==> src/rtl/mbss_pkg.sv <==
// package for the masked byte signature scanner
// request payload types, register indexes, result kinds and default sizes
// no dependencies
package mbss_pkg;

    // default sizes for the top-level parameters
    localparam int MAX_LEN_DEF    = 32;
    localparam int POS_BITS_DEF   = 32;
    localparam int COUNT_BITS_DEF = 16;

    // fixed pattern storage and configuration port widths
    localparam int PATTERN_BYTES = 32;
    localparam int CFG_INDEX_W   = 3;
    localparam int CFG_DATA_W    = 64;

    // configuration register indexes
    localparam logic [CFG_INDEX_W-1:0] REG_PATTERN_0   = 3'd0;
    localparam logic [CFG_INDEX_W-1:0] REG_PATTERN_1   = 3'd1;
    localparam logic [CFG_INDEX_W-1:0] REG_PATTERN_2   = 3'd2;
    localparam logic [CFG_INDEX_W-1:0] REG_PATTERN_3   = 3'd3;
    localparam logic [CFG_INDEX_W-1:0] REG_MATCH_MASK  = 3'd4;
    localparam logic [CFG_INDEX_W-1:0] REG_PATTERN_LEN = 3'd5;

    // result kinds
    localparam logic KIND_MATCH   = 1'b0;
    localparam logic KIND_SUMMARY = 1'b1;

    // pattern bytes, byte 0 in the low bits
    typedef logic [PATTERN_BYTES-1:0][7:0] pattern_t;

    // input request payload
    typedef struct packed {
        logic [7:0] data_byte;
        logic       end_of_region;
        logic       end_of_scan;
    } in_item_t;

    // result request payload
    typedef struct packed {
        logic        result_kind;
        logic [31:0] match_offset;
        logic [15:0] match_count;
        logic        unique_match;
        logic        last_result;
    } result_t;

endpackage

==> src/rtl/mbss_chan_if.sv <==
// valid/ready channel carrying one request payload
// depends on mbss_pkg for the payload types used by the instances
interface mbss_chan_if #(
    parameter type payload_t = logic
) ();

    logic     valid;
    logic     ready;
    payload_t payload;

    modport source (output valid, output payload, input ready);
    modport sink   (input valid, input payload, output ready);

endinterface

==> src/rtl/mbss_cell.sv <==
// one window cell: holds one byte of the window and its in-region flag
// compares its byte against the pattern byte aligned to its age; uses mbss_pkg
module mbss_cell #(
    parameter int IDX   = 0,
    parameter int LEN_W = 5
) (
    input  logic                   clk,
    input  logic                   rst_n,
    input  logic                   shift_en,
    input  logic                   flush,
    input  logic [7:0]             byte_in,
    input  logic                   vld_in,
    input  mbss_pkg::pattern_t     pattern,
    input  logic [31:0]            match_mask,
    input  logic [LEN_W-1:0]       len_m1,
    output logic [7:0]             byte_out,
    output logic                   vld_out,
    output logic                   ok
);
    import mbss_pkg::*;

    localparam int JW = (LEN_W > 5) ? LEN_W : 6;

    logic [7:0]    byte_reg;
    logic          vld_reg;
    logic [JW-1:0] pat_idx;
    logic          in_use;
    logic          beyond;
    logic          byte_ok;

    // window byte, shifted in from the younger neighbor
    always_ff @(posedge clk)
    begin
        if (shift_en)
        begin
            byte_reg <= byte_in;
        end
    end

    // in-region flag, dropped when the previous request closed the region
    always_ff @(posedge clk or negedge rst_n)
    begin
        if (!rst_n)
        begin
            vld_reg <= 1'b0;
        end
        else if (shift_en)
        begin
            vld_reg <= vld_in & ~flush;
        end
    end

    // pattern byte for this age is len-1-age
    always_comb
    begin
        pat_idx = JW'(len_m1) - JW'(IDX);
        in_use  = JW'(IDX) <= JW'(len_m1);
        beyond  = pat_idx[JW-1:5] != '0;
        byte_ok = beyond || !match_mask[pat_idx[4:0]] ||
                  (byte_reg == pattern[pat_idx[4:0]]);
        ok      = !in_use || (vld_reg && byte_ok);
    end

    assign byte_out = byte_reg;
    assign vld_out  = vld_reg;

endmodule

==> src/rtl/mbss_result_queue.sv <==
// two-entry result queue, takes up to two results in one cycle
// depends on mbss_pkg for result_t
module mbss_result_queue (
    input  logic              clk,
    input  logic              rst_n,
    input  logic [1:0]        push_cnt,
    input  mbss_pkg::result_t push_a,
    input  mbss_pkg::result_t push_b,
    output logic [1:0]        space,
    output logic              out_valid,
    input  logic              out_ready,
    output mbss_pkg::result_t out_payload
);
    import mbss_pkg::*;

    result_t    slot0_reg, slot0_next;
    result_t    slot1_reg, slot1_next;
    logic [1:0] count_reg, count_next;
    logic       pop;
    logic [1:0] remain;

    assign pop         = out_valid && out_ready;
    assign out_valid   = count_reg != 2'd0;
    assign out_payload = slot0_reg;
    assign space       = 2'd2 - count_reg + {1'b0, pop};

    // compact after pop, then append pushed results
    always_comb
    begin
        remain     = count_reg - {1'b0, pop};
        slot0_next = slot0_reg;
        slot1_next = slot1_reg;
        case (remain)
            2'd0:
            begin
                slot0_next = push_a;
                slot1_next = push_b;
            end
            2'd1:
            begin
                slot0_next = pop ? slot1_reg : slot0_reg;
                slot1_next = push_a;
            end
            default:
            begin
                slot0_next = slot0_reg;
                slot1_next = slot1_reg;
            end
        endcase
        count_next = remain + push_cnt;
    end

    // result slots
    always_ff @(posedge clk)
    begin
        slot0_reg <= slot0_next;
        slot1_reg <= slot1_next;
    end

    // fill count
    always_ff @(posedge clk or negedge rst_n)
    begin
        if (!rst_n)
        begin
            count_reg <= 2'd0;
        end
        else
        begin
            count_reg <= count_next;
        end
    end

endmodule

==> src/rtl/masked_byte_signature_scanner.sv <==
// masked byte signature scanner: one byte request per cycle while the result queue has room, no gaps needed
// path: an accepted byte is registered in the window cells, then its results are pushed into the result queue
// throughput: one byte per cycle while the result queue has room; a byte that
//   gives both a match and the scan summary sends two results, which leave the queue one at a time
// reset: registers, control flags and counters clear at once, window bytes
//   keep their value but all cells are marked out of region
module masked_byte_signature_scanner #(
    parameter int MAX_LEN    = mbss_pkg::MAX_LEN_DEF,
    parameter int POS_BITS   = mbss_pkg::POS_BITS_DEF,
    parameter int COUNT_BITS = mbss_pkg::COUNT_BITS_DEF
) (
    input  logic                               clk,
    input  logic                               rst_n,
    input  logic                               cfg_we,
    input  logic [mbss_pkg::CFG_INDEX_W-1:0]   cfg_index,
    input  logic [mbss_pkg::CFG_DATA_W-1:0]    cfg_data,
    mbss_chan_if.sink                          in_chan,
    mbss_chan_if.source                        out_chan
);
    import mbss_pkg::*;

    localparam int LEN_W = $clog2(MAX_LEN);

    // configuration registers
    logic [63:0]       pat_reg [4];
    logic [31:0]       mask_reg;
    logic [5:0]        len_reg;
    pattern_t          pattern;
    logic [6:0]        len_ext;
    logic [LEN_W-1:0]  len_m1;

    // cell row
    logic [7:0]        byte_chain [MAX_LEN];
    logic              vld_chain  [MAX_LEN];
    logic [MAX_LEN-1:0] ok_vec;

    // pipeline and scan state
    logic                  flush_reg;
    logic [POS_BITS-1:0]   scan_pos_reg, scan_pos_next;
    logic                  s1_valid_reg, s1_valid_next;
    logic                  s1_eos_reg;
    logic [POS_BITS-1:0]   s1_pos_reg;
    logic [COUNT_BITS-1:0] count_reg, count_next;
    logic [POS_BITS-1:0]   latest_reg, latest_next;

    // result path
    logic                  accept;
    logic                  retire;
    logic                  hit;
    logic [1:0]            n_res;
    logic [1:0]            space;
    logic [1:0]            push_cnt;
    logic [POS_BITS-1:0]   match_off;
    logic [COUNT_BITS-1:0] count_after;
    logic [POS_BITS-1:0]   latest_after;
    logic [POS_BITS+31:0]  off_ext;
    logic [POS_BITS+31:0]  last_ext;
    logic [COUNT_BITS+15:0] cnt_ext;
    logic [15:0]           cnt_out;
    result_t               match_res;
    result_t               summary_res;
    result_t               push_a;

    // configuration writes
    always_ff @(posedge clk or negedge rst_n)
    begin
        if (!rst_n)
        begin
            pat_reg[0] <= '0;
            pat_reg[1] <= '0;
            pat_reg[2] <= '0;
            pat_reg[3] <= '0;
            mask_reg   <= '0;
            len_reg    <= 6'd1;
        end
        else if (cfg_we)
        begin
            case (cfg_index)
                REG_PATTERN_0:   pat_reg[0] <= cfg_data;
                REG_PATTERN_1:   pat_reg[1] <= cfg_data;
                REG_PATTERN_2:   pat_reg[2] <= cfg_data;
                REG_PATTERN_3:   pat_reg[3] <= cfg_data;
                REG_MATCH_MASK:  mask_reg   <= cfg_data[31:0];
                REG_PATTERN_LEN: len_reg    <= cfg_data[5:0];
                default:         ;
            endcase
        end
    end

    assign pattern = {pat_reg[3], pat_reg[2], pat_reg[1], pat_reg[0]};

    // clamp the pattern length to 1..MAX_LEN, kept as length minus one
    always_comb
    begin
        len_ext = {1'b0, len_reg};
        if (len_reg == 6'd0)
        begin
            len_m1 = '0;
        end
        else if (len_ext > 7'(MAX_LEN))
        begin
            len_m1 = LEN_W'(MAX_LEN - 1);
        end
        else
        begin
            len_m1 = LEN_W'(len_ext - 7'd1);
        end
    end

    // handshake
    assign in_chan.ready = !s1_valid_reg || retire;
    assign accept        = in_chan.valid && in_chan.ready;

    // row of window cells, youngest byte in cell 0
    for (genvar g = 0; g < MAX_LEN; g++)
    begin : g_cell
        logic [7:0] byte_in;
        logic       vld_in;
        logic       flush_in;

        if (g == 0)
        begin : g_head
            assign byte_in  = in_chan.payload.data_byte;
            assign vld_in   = 1'b1;
            assign flush_in = 1'b0;
        end
        else
        begin : g_body
            assign byte_in  = byte_chain[g-1];
            assign vld_in   = vld_chain[g-1];
            assign flush_in = flush_reg;
        end

        mbss_cell #(
            .IDX   (g),
            .LEN_W (LEN_W)
        ) u_cell (
            .clk        (clk),
            .rst_n      (rst_n),
            .shift_en   (accept),
            .flush      (flush_in),
            .byte_in    (byte_in),
            .vld_in     (vld_in),
            .pattern    (pattern),
            .match_mask (mask_reg),
            .len_m1     (len_m1),
            .byte_out   (byte_chain[g]),
            .vld_out    (vld_chain[g]),
            .ok         (ok_vec[g])
        );
    end

    // accept stage: position tracking and region close flag
    always_comb
    begin
        scan_pos_next = scan_pos_reg;
        s1_valid_next = s1_valid_reg;
        if (accept)
        begin
            scan_pos_next = in_chan.payload.end_of_scan ? '0 : scan_pos_reg + 1'b1;
            s1_valid_next = 1'b1;
        end
        else if (retire)
        begin
            s1_valid_next = 1'b0;
        end
    end

    always_ff @(posedge clk or negedge rst_n)
    begin
        if (!rst_n)
        begin
            flush_reg    <= 1'b0;
            scan_pos_reg <= '0;
            s1_valid_reg <= 1'b0;
            s1_eos_reg   <= 1'b0;
        end
        else
        begin
            scan_pos_reg <= scan_pos_next;
            s1_valid_reg <= s1_valid_next;
            if (accept)
            begin
                flush_reg  <= in_chan.payload.end_of_region | in_chan.payload.end_of_scan;
                s1_eos_reg <= in_chan.payload.end_of_scan;
            end
        end
    end

    // position of the byte in the window stage
    always_ff @(posedge clk)
    begin
        if (accept)
        begin
            s1_pos_reg <= scan_pos_reg;
        end
    end

    // match decision and result building
    always_comb
    begin
        hit       = &ok_vec;
        n_res     = {1'b0, hit} + {1'b0, s1_eos_reg};
        retire    = s1_valid_reg && (space >= n_res);
        match_off = s1_pos_reg - POS_BITS'(len_m1);

        count_after  = (hit && !(&count_reg)) ? count_reg + 1'b1 : count_reg;
        latest_after = hit ? match_off : latest_reg;

        off_ext  = {32'd0, match_off};
        last_ext = {32'd0, latest_after};
        cnt_ext  = {16'd0, count_after};
        cnt_out  = (cnt_ext[COUNT_BITS+15:16] != '0) ? 16'hFFFF : cnt_ext[15:0];

        match_res.result_kind  = KIND_MATCH;
        match_res.match_offset = off_ext[31:0];
        match_res.match_count  = 16'd0;
        match_res.unique_match = 1'b0;
        match_res.last_result  = !s1_eos_reg;

        summary_res.result_kind  = KIND_SUMMARY;
        summary_res.match_offset = last_ext[31:0];
        summary_res.match_count  = cnt_out;
        summary_res.unique_match = count_after == COUNT_BITS'(1);
        summary_res.last_result  = 1'b1;

        push_a   = hit ? match_res : summary_res;
        push_cnt = retire ? n_res : 2'd0;

        count_next  = count_reg;
        latest_next = latest_reg;
        if (retire)
        begin
            count_next  = s1_eos_reg ? '0 : count_after;
            latest_next = s1_eos_reg ? '0 : latest_after;
        end
    end

    // match count and last offset of the running scan
    always_ff @(posedge clk or negedge rst_n)
    begin
        if (!rst_n)
        begin
            count_reg  <= '0;
            latest_reg <= '0;
        end
        else
        begin
            count_reg  <= count_next;
            latest_reg <= latest_next;
        end
    end

    // output queue
    mbss_result_queue u_queue (
        .clk         (clk),
        .rst_n       (rst_n),
        .push_cnt    (push_cnt),
        .push_a      (push_a),
        .push_b      (summary_res),
        .space       (space),
        .out_valid   (out_chan.valid),
        .out_ready   (out_chan.ready),
        .out_payload (out_chan.payload)
    );

endmodule

==> src/flat_wrapper.sv <==
// flat-port wrapper written by rule: the top's interface ports become plain ports
module masked_byte_signature_scanner_flat import mbss_pkg::*;
#(
    parameter int MAX_LEN    = mbss_pkg::MAX_LEN_DEF,
    parameter int POS_BITS   = mbss_pkg::POS_BITS_DEF,
    parameter int COUNT_BITS = mbss_pkg::COUNT_BITS_DEF
)
  (clk, rst_n, cfg_we, cfg_index, cfg_data, in_chan_valid, in_chan_payload, in_chan_ready, out_chan_valid, out_chan_payload, out_chan_ready);
  mbss_chan_if #(.payload_t(in_item_t)) in_chan_i ();
  mbss_chan_if #(.payload_t(result_t)) out_chan_i ();
  input  logic clk;
  input  logic rst_n;
  input  logic cfg_we;
  input  logic [mbss_pkg::CFG_INDEX_W-1:0] cfg_index;
  input  logic [mbss_pkg::CFG_DATA_W-1:0] cfg_data;
  input wire logic [$bits(in_chan_i.valid)-1:0] in_chan_valid;
  input wire logic [$bits(in_chan_i.payload)-1:0] in_chan_payload;
  output wire logic [$bits(in_chan_i.ready)-1:0] in_chan_ready;
  output wire logic [$bits(out_chan_i.valid)-1:0] out_chan_valid;
  output wire logic [$bits(out_chan_i.payload)-1:0] out_chan_payload;
  input wire logic [$bits(out_chan_i.ready)-1:0] out_chan_ready;
  assign in_chan_i.valid = in_chan_valid;
  assign in_chan_i.payload = in_chan_payload;
  assign in_chan_ready = in_chan_i.ready;
  assign out_chan_valid = out_chan_i.valid;
  assign out_chan_payload = out_chan_i.payload;
  assign out_chan_i.ready = out_chan_ready;
  masked_byte_signature_scanner #(.MAX_LEN(MAX_LEN), .POS_BITS(POS_BITS), .COUNT_BITS(COUNT_BITS)) u_core (.clk(clk), .rst_n(rst_n), .cfg_we(cfg_we), .cfg_index(cfg_index), .cfg_data(cfg_data), .in_chan(in_chan_i), .out_chan(out_chan_i));
endmodule
==> config.mk <==
export PLATFORM = sky130hd
export DESIGN_NAME = masked_byte_signature_scanner_flat
export DESIGN_NICKNAME = d
export VERILOG_FILES = /design/src/rtl/mbss_pkg.sv /design/src/rtl/mbss_chan_if.sv /design/src/rtl/mbss_cell.sv /design/src/rtl/mbss_result_queue.sv /design/src/rtl/masked_byte_signature_scanner.sv /design/src/flat_wrapper.sv
export SDC_FILE = /design/constraint.sdc
export NUM_CORES = 2
export LEC_CHECK = 0
export BUFFER_PORTS_ARGS = -buffer_cell sky130_fd_sc_hd__buf_4
export CORE_MARGIN = 3
export CORE_UTILIZATION = 25
export DETAILED_ROUTE_END_ITERATION = 8
export GPL_TIMING_DRIVEN = 0
export PLACE_DENSITY_LB_ADDON = 0.08
export SYNTH_ARGS = -nofsm -noshare
export SYNTH_HDL_FRONTEND = slang
export SYNTH_SLANG_ARGS = --single-unit
==> constraint.sdc <==
create_clock -name clk -period 50.4 [get_ports clk]
set_input_delay 5.04 -clock clk [delete_from_list [all_inputs] [get_ports clk]]
set_output_delay 5.04 -clock clk [all_outputs]
set_load 0.03 [all_outputs]
Word level (Yosys, flattened, before mapping)
Index checks and enable logic that the tools add are counted.
Word-level totals
  output and inout port bits: 53
  memory bits (read-only): 0
  bits in registers: 801
  memories: 0
  bits in writable memories: 0
  word-level logic and storage cells: 620
  bits in latches: 0
Cells by class
  equal/unequal tests: 40
  reduce and logical (&&, ||, !) cells: 212
  mux-type cells: 142
  add/sub/neg operators: 40
  bitwise operators: 33
  $lt $le $gt $ge: 65
  shift operators: 0
  multiply operators: 0
  div/mod/pow operators: 0
Operators with widths (number)
  $bmux W8 S5: 32
  $eq A8 B8 Y1: 32
  $mux W8: 32
  $pmux W51 S2: 2
  $lt A5 B6 Y1 const B: 32
  $bmux W1 S5: 32
  $mux W51: 2
  $mux W32: 3
  $sub A5 B5 Y6 const B: 16
  $logic_or A1 B1 Y1: 95
  $le A5 B5 Y1 const A: 16
  $logic_not A1 Y1: 66
  $sub A5 B4 Y6 const B: 8
  $le A4 B5 Y1 const A: 8
  $logic_and A1 B1 Y1: 36
  $mux W1: 34
  $add A32 B1 Y32 const B: 1
  $mux W16: 2
  $reduce_and A32 Y1: 1
  $sub A32 B5 Y32: 1
  $and A1 B1 Y1: 31
  $sub A5 B3 Y6 const B: 4
  $le A3 B5 Y1 const A: 4
  $add A16 B1 Y16 const B: 1
  28 further kinds: 41

Depth between registers and ports, before layout
  depth in word-level cells: 18
  depth in mapped cells: 44

Modules after synthesis
From an unflattened synthesis, not the netlist that was laid out.
Second synthesis, totals
  cells, all modules: 10029
  area, all modules: 114915.2 um^2
Modules (own cells, without submodules)
  masked_byte_signature_scanner: instances 1, cells an instance 1371, area an instance 17556.8 um^2, sequential area each 10396.2 um^2
  mbss_result_queue: instances 1, cells an instance 234, area an instance 4794.6 um^2, sequential area each 3113.0 um^2
  mbss_cell (u_core.g_cell[27].u_cell): instances 1, cells an instance 408, area an instance 3276.9 um^2, sequential area each 265.3 um^2
  mbss_cell (u_core.g_cell[3].u_cell): instances 1, cells an instance 260, area an instance 3078.0 um^2, sequential area each 265.3 um^2
  mbss_cell (u_core.g_cell[19].u_cell): instances 1, cells an instance 367, area an instance 3075.4 um^2, sequential area each 265.3 um^2
  mbss_cell (u_core.g_cell[14].u_cell): instances 1, cells an instance 310, area an instance 3051.7 um^2, sequential area each 265.3 um^2
  mbss_cell (u_core.g_cell[17].u_cell): instances 1, cells an instance 469, area an instance 3012.9 um^2, sequential area each 265.3 um^2
  mbss_cell (u_core.g_cell[7].u_cell): instances 1, cells an instance 267, area an instance 3010.4 um^2, sequential area each 265.3 um^2
  mbss_cell (u_core.g_cell[31].u_cell): instances 1, cells an instance 294, area an instance 2991.6 um^2, sequential area each 265.3 um^2
  mbss_cell (u_core.g_cell[20].u_cell): instances 1, cells an instance 262, area an instance 2984.1 um^2, sequential area each 265.3 um^2
  mbss_cell (u_core.g_cell[1].u_cell): instances 1, cells an instance 226, area an instance 2949.1 um^2, sequential area each 265.3 um^2
  mbss_cell (u_core.g_cell[21].u_cell): instances 1, cells an instance 463, area an instance 2936.6 um^2, sequential area each 265.3 um^2
  mbss_cell (u_core.g_cell[4].u_cell): instances 1, cells an instance 267, area an instance 2926.6 um^2, sequential area each 265.3 um^2
  mbss_cell (u_core.g_cell[25].u_cell): instances 1, cells an instance 330, area an instance 2915.3 um^2, sequential area each 265.3 um^2
  +20 rows

Least setup slack after synthesis
Ideal clock, no wire load.
  path type: register -> register
  start point: register u_core.len_reg[0]
  end point: register u_core.scan_pos_reg[26]
  period minus slack after synthesis: 17243 ps
  cell stages (with the launch flop): 42
  arrival: 17111 ps
  path buffers: 12
  setup slack: 33157 ps
  cells stage by stage: dfstp_2 -> buf_2 -> clkbuf_1 -> inv_1 -> clkbuf_1 -> ha_1 -> clkbuf_1 -> nor2b_1 -> a21oi_1 -> inv_2 -> buf_2 -> buf_1 -> ha_1 -> clkbuf_1 -> inv_1 -> clkbuf_1 -> clkbuf_1 -> clkbuf_1 -> [... 6 more ...] -> nor4_1 -> o311ai_1 -> nor4_2 -> nand3_2 -> clkbuf_1 -> clkinv_1 -> ha_1 -> ha_1 -> nand2b_1 -> a21oi_1 -> nand2_1 -> nand2_1 -> clkinv_1 -> nand4_1 -> nor4_1 -> and4_1 -> xnor2_1 -> nor2_1
Between the ends
  longest elaborated chain between the ends: 17
  elaborated cells on any way between the ends: 422
  those cells by class: add/sub: 33; order compare: 33; eq/ne: 32; mux: 130; reduce/logical: 194
RTL lines
  start: declaration: line masked_byte_signature_scanner.sv:27  | logic [5:0] len_reg;
  start signal: assignment: line masked_byte_signature_scanner.sv:84  | REG_PATTERN_LEN: len_reg <= cfg_data[5:0];
  $sub A5 B1 Y5 or $gt A6 B6 Y1 (tied branches): line masked_byte_signature_scanner.sv:106, masked_byte_signature_scanner.sv:100
  $mux W5: line masked_byte_signature_scanner.sv:100  | else if (len_ext > 7'(MAX_LEN))
  $mux W5 (*): line masked_byte_signature_scanner.sv:96  | if (len_reg == 6'd0)
  parallel branches: the longest is 8 deep, another holds $sub A5 B5 Y6
  $reduce_and A32 Y1 (*): line masked_byte_signature_scanner.sv:202  | hit = &ok_vec;
  $add A1 B1 Y2 (*): line masked_byte_signature_scanner.sv:203  | n_res = {1'b0, hit} + {1'b0, s1_eos_reg};
  $ge A2 B2 Y1 (*): line masked_byte_signature_scanner.sv:204  | retire = s1_valid_reg && (space >= n_res);
  $logic_and A1 B1 Y1 (*): line masked_byte_signature_scanner.sv:204
  $logic_or A1 B1 Y1 (*): line masked_byte_signature_scanner.sv:111  | assign in_chan.ready = !s1_valid_reg || retire;
  net in_chan_ready: line flat_wrapper.sv:18  | output wire logic [$bits(in_chan_i.ready)-1:0] in_chan_ready;
  $logic_and A1 B1 Y1 (*): line masked_byte_signature_scanner.sv:112  | assign accept = in_chan.valid && in_chan.ready;
  net u_core.accept: line masked_byte_signature_scanner.sv:47  | logic accept;
  end signal: assignment: line masked_byte_signature_scanner.sv:180  | scan_pos_reg <= scan_pos_next;
  end: declaration: line masked_byte_signature_scanner.sv:39  | logic [POS_BITS-1:0] scan_pos_reg, scan_pos_next;
Mark *: on every way through the listed nets, which the timed path passes. The select of a mux whose other input is x is not followed.
A chain may end at the register's enable or synchronous reset.

Worst setup path in the final report
  start point: register u_core.len_reg[0]
  end point: output port in_chan_ready
Between the ends
  longest elaborated chain between the ends: 16
  elaborated cells on any way between the ends: 421
  those cells by class: add/sub: 33; order compare: 33; eq/ne: 32; mux: 130; reduce/logical: 193
RTL lines (line)
  $sub A5 B1 Y5 or $gt A6 B6 Y1 (tied branches): masked_byte_signature_scanner.sv:106, masked_byte_signature_scanner.sv:100
  $mux W5: masked_byte_signature_scanner.sv:100
  $mux W5 (*): masked_byte_signature_scanner.sv:96
  parallel branches: the longest is 8 deep, another holds $sub A5 B5 Y6
  $reduce_and A32 Y1 (*): masked_byte_signature_scanner.sv:202
  $add A1 B1 Y2 (*): masked_byte_signature_scanner.sv:203
  $ge A2 B2 Y1 (*): masked_byte_signature_scanner.sv:204
  $logic_and A1 B1 Y1 (*): masked_byte_signature_scanner.sv:204
  $logic_or A1 B1 Y1 (*): masked_byte_signature_scanner.sv:111
  end: declaration: flat_wrapper.sv:18
Every way passes the cells marked *. The select of a mux whose other input is x is not followed.

==> reports/qor.yml <==
postCtsHoldBufs: 0
nFillCells: 24970
routed_wl_mm: 506.9
ctsResizeCount: 0
yosysTopAreaCellShare_pct: 19.66
period_needed_ps: 21540
critPathKind: "flip-flop to output pin"
seq_area_sq_um: 22000
cts_sinks: 801
yosys_warnings: 0
drive_gt1_share_pct: 16.88
power.share.sequential_pct: 21.4
synth_area_leaders: "edfxtp_1 (20%), dfrtp_1 (17%), mux2i_1 (13%)"
final_hold_viol_count: 0
first_pass_iters: 8
antenna_found_initial: 60
synth_commonest_cells: "mux2i_1 (759), nand2_1 (521), mux2_2 (439)"
violations: "max-capacitance violations, max-slew violations"
synth_most_common_cell: "mux2i_1"
whs_ps: 446.0
power_mw: 6.844
grt_usage_pct: 40.08
max_slew.worst_pin.slew_ps: 1864
crit_required_ps: 45360
cts_buffers: 96
path_clk_slew_ps: 70
start_util_pct: 25.23
grt-ovfl-total: 0
setup_viol: 0
cp.arrival_ps: 16500
synth_top_area_cell: "edfxtp_1"
detail_route.wl_per_cell_um: 52.68
core_sq_um: 236100
avgSynthCellArea_sq_um: 9.821
power_density_nw_per_um2: 98.95
worstSetupStartpointType: "flip-flop"
fp.dieH_um: 494.1
power_leakage_nw: 26.34
slew_headroom_pct: -24.68
syn_area_sq_um: 59560
ys_seq_area_share_pct: 36.93
grt_max_degree: 111
vias: 61930
p_clk_share_pct: 10.3
p_sw_mw: 4.188
run_status: "finished with violations"
p_comb_share_pct: 68.4
worst_path_most_repeated_cell: "clkbuf_1"
cts_root_buf: "clkbuf_16"
dp_hpwl_mm: 415.6
grt_setup_unrepaired: "false"
synth-seq-cells: 801
postCtsSetupBuffers: 0
synthDistinctLibCells: 103
grt_pass1_wl_mm: 633.1
syn_inst: 6064
grt_pass1_vias: 55940
drt.antenna.violating_nets: 0
pin_count: 135
async_flop_share_pct: 51.31
cts_tree: "done"
h-tree-depth: 3
finalMaxSlewViolations: 60
drc: 0
final_area_sq_um: 69160
multi_input_area_sq_um: 35800
drv_cap: 17
p_sw_share_pct: 61.19
min_path_type: "flip-flop to flip-flop"
gp_congestion: 1.068
syn_nets: 6178
die_x_um: 494.1
final_nets: 6483
fin_tns_setup_ps: 0
drt_iter0_markers: 9556
syn2layout_area_growth_pct: 16.13
fin_worst_skew_ps: 52.08
utilization_pct: 29.30
ys.flop_type: "dfrtp_1"
insertion_delay_ps: 810
max_freq_mhz: 46.43
cp-end-kind: "output pin"
p_int_mw: 2.656
num_rows: 178
clock_path_buffers: 3
fin_crit_sh_pct: 42.73
vdd_drop_max_uv: 36.13
port_buffers: 133
routed_via_density: 6.434
synth_edf_count: 390
worstPathMaxFanout: 11
crit_slowest_cell: "mux2i_1"
slowest_delay_ps: 1060
dieArea_sq_um: 244100
postPlaceCellArea_sq_um: 65890
## through the flow
stage / instances / setup WS (ps)
floorplan: 6064 / 33160
global placement: 9347 / 18500
detailed placement: 9413 / 30450
CTS: 9588 / 29520
global route: 9598 / 28820
finish: 9624 / 28860
## layout make-up
cell class              instances  share of cell area [%]
multi-input cells            4695                   51.77
flip-flops and latches        801                   31.80
well taps                    3150                   5.698
clock buffers                 138                   3.889
plain buffers                 488                   2.918
repair buffers                207                   2.752
clock inverters                37                  0.6241
inverters                      80                  0.4450
diodes                         28                  0.1013
## power by group through the flow
stage	clock [mW]	sequential [mW]	combinational, mW
after global placement	0	1.49	4.31
after detailed placement	0	1.44	4.41
after CTS	0.725	1.43	4.42
final	0.703	1.46	4.68
after floorplan	0	1.13	2.29
after global routing	0.743	1.43	4.70
## per-layer routing
metal	global-route usage, %	vias to the layer above	share of wire, %
met3	12.65	948	10
met5	0	-	0.013
li1	-	23950	-
met4	24.02	12	7.4
met2	53.86	4418	39
met1	55.34	32600	43
## worst max-delay path: cells and delay by family, from the launching register on
family / cells / cell delay [ps]
AOI/OAI and AO/OA: 6 / 1940
buffers and inverters: 18 / 8670
and+or+nand+nor: 7 / 1440
xor gates and xnor gates: 1 / 200
adders and majority gates: 4 / 1680
DFF: 1 / 530
muxes: 1 / 1060
## layout by cell type (no fill, tap or decap), drive strengths merged, types with 20 or more instances in the layout
cell type  Yosys  final
mux2i        761    761
nand2        521    521
clkbuf       341    482
mux2         440    440
dfrtp        410    410
nor2         400    400
edfxtp       390    390
buf          147    351
o22ai        246    246
nand3        215    215
o21ai        208    208
xnor2        176    176
a21oi        165    165
xor2         156    156
nor3         115    115
inv           77     82
a211oi        81     81
a22oi         79     79
nor4          73     73
and3          70     70
mux4          67     67
nand4         67     67
a22o          65     65
o32ai         57     57
a31oi         55     55
nand2b        51     51
o211ai        51     51
a221oi        49     49
a32oi         47     47
a311oi        39     39
ha            32     32
clkinv         3     29
diode          0     28
o221ai        25     25
o31ai         24     24
or3           22     22
and2          21     21
o211a         20     20
## cells by family after synthesis
| group | count (synthesis) | synth area share (%) |
|---|---|---|
| AOI/OAI and AO/OA | 1404 | 16.73 |
| and+or+nand+nor | 1655 | 13.16 |
| buffers and inverters | 568 | 3.891 |
| adders and majority gates | 36 | 0.7395 |
| DFF | 801 | 36.93 |
| xor gates and xnor gates | 332 | 4.895 |
| muxes | 1268 | 23.66 |
## path summary, 6_finish.rpt
| path | from | to | slack, ps | depth (start not counted) |
|---|---|---|---|---|
| max in group asynchronous | rst_n | u_core.pat_reg[247]$_DFFE_PN0P_ | 43740 | 4 |
| worst min-delay path | u_core.g_cell[20].u_cell.byte_out[2]$_DFFE_PP_ | u_core.g_cell[21].u_cell.byte_out[2]$_DFFE_PP_ | 450 | 0 |
| worst min register to register | u_core.g_cell[20].u_cell.byte_out[2]$_DFFE_PP_ | u_core.g_cell[21].u_cell.byte_out[2]$_DFFE_PP_ | 450 | 0 |
| worst max-delay path | u_core.len_reg[0]$_DFFE_PN1P_ | in_chan_ready | 28860 | 37 |
| worst max register to register | u_core.len_reg[0]$_DFFE_PN1P_ | u_core.scan_pos_reg[24]$_DFFE_PN0P_ | 32140 | 45 |
| min in group asynchronous | rst_n | u_core.count_reg[3]$_DFFE_PN0N_ | 4350 | 1 |
Power figures use the tool's default switching activity.
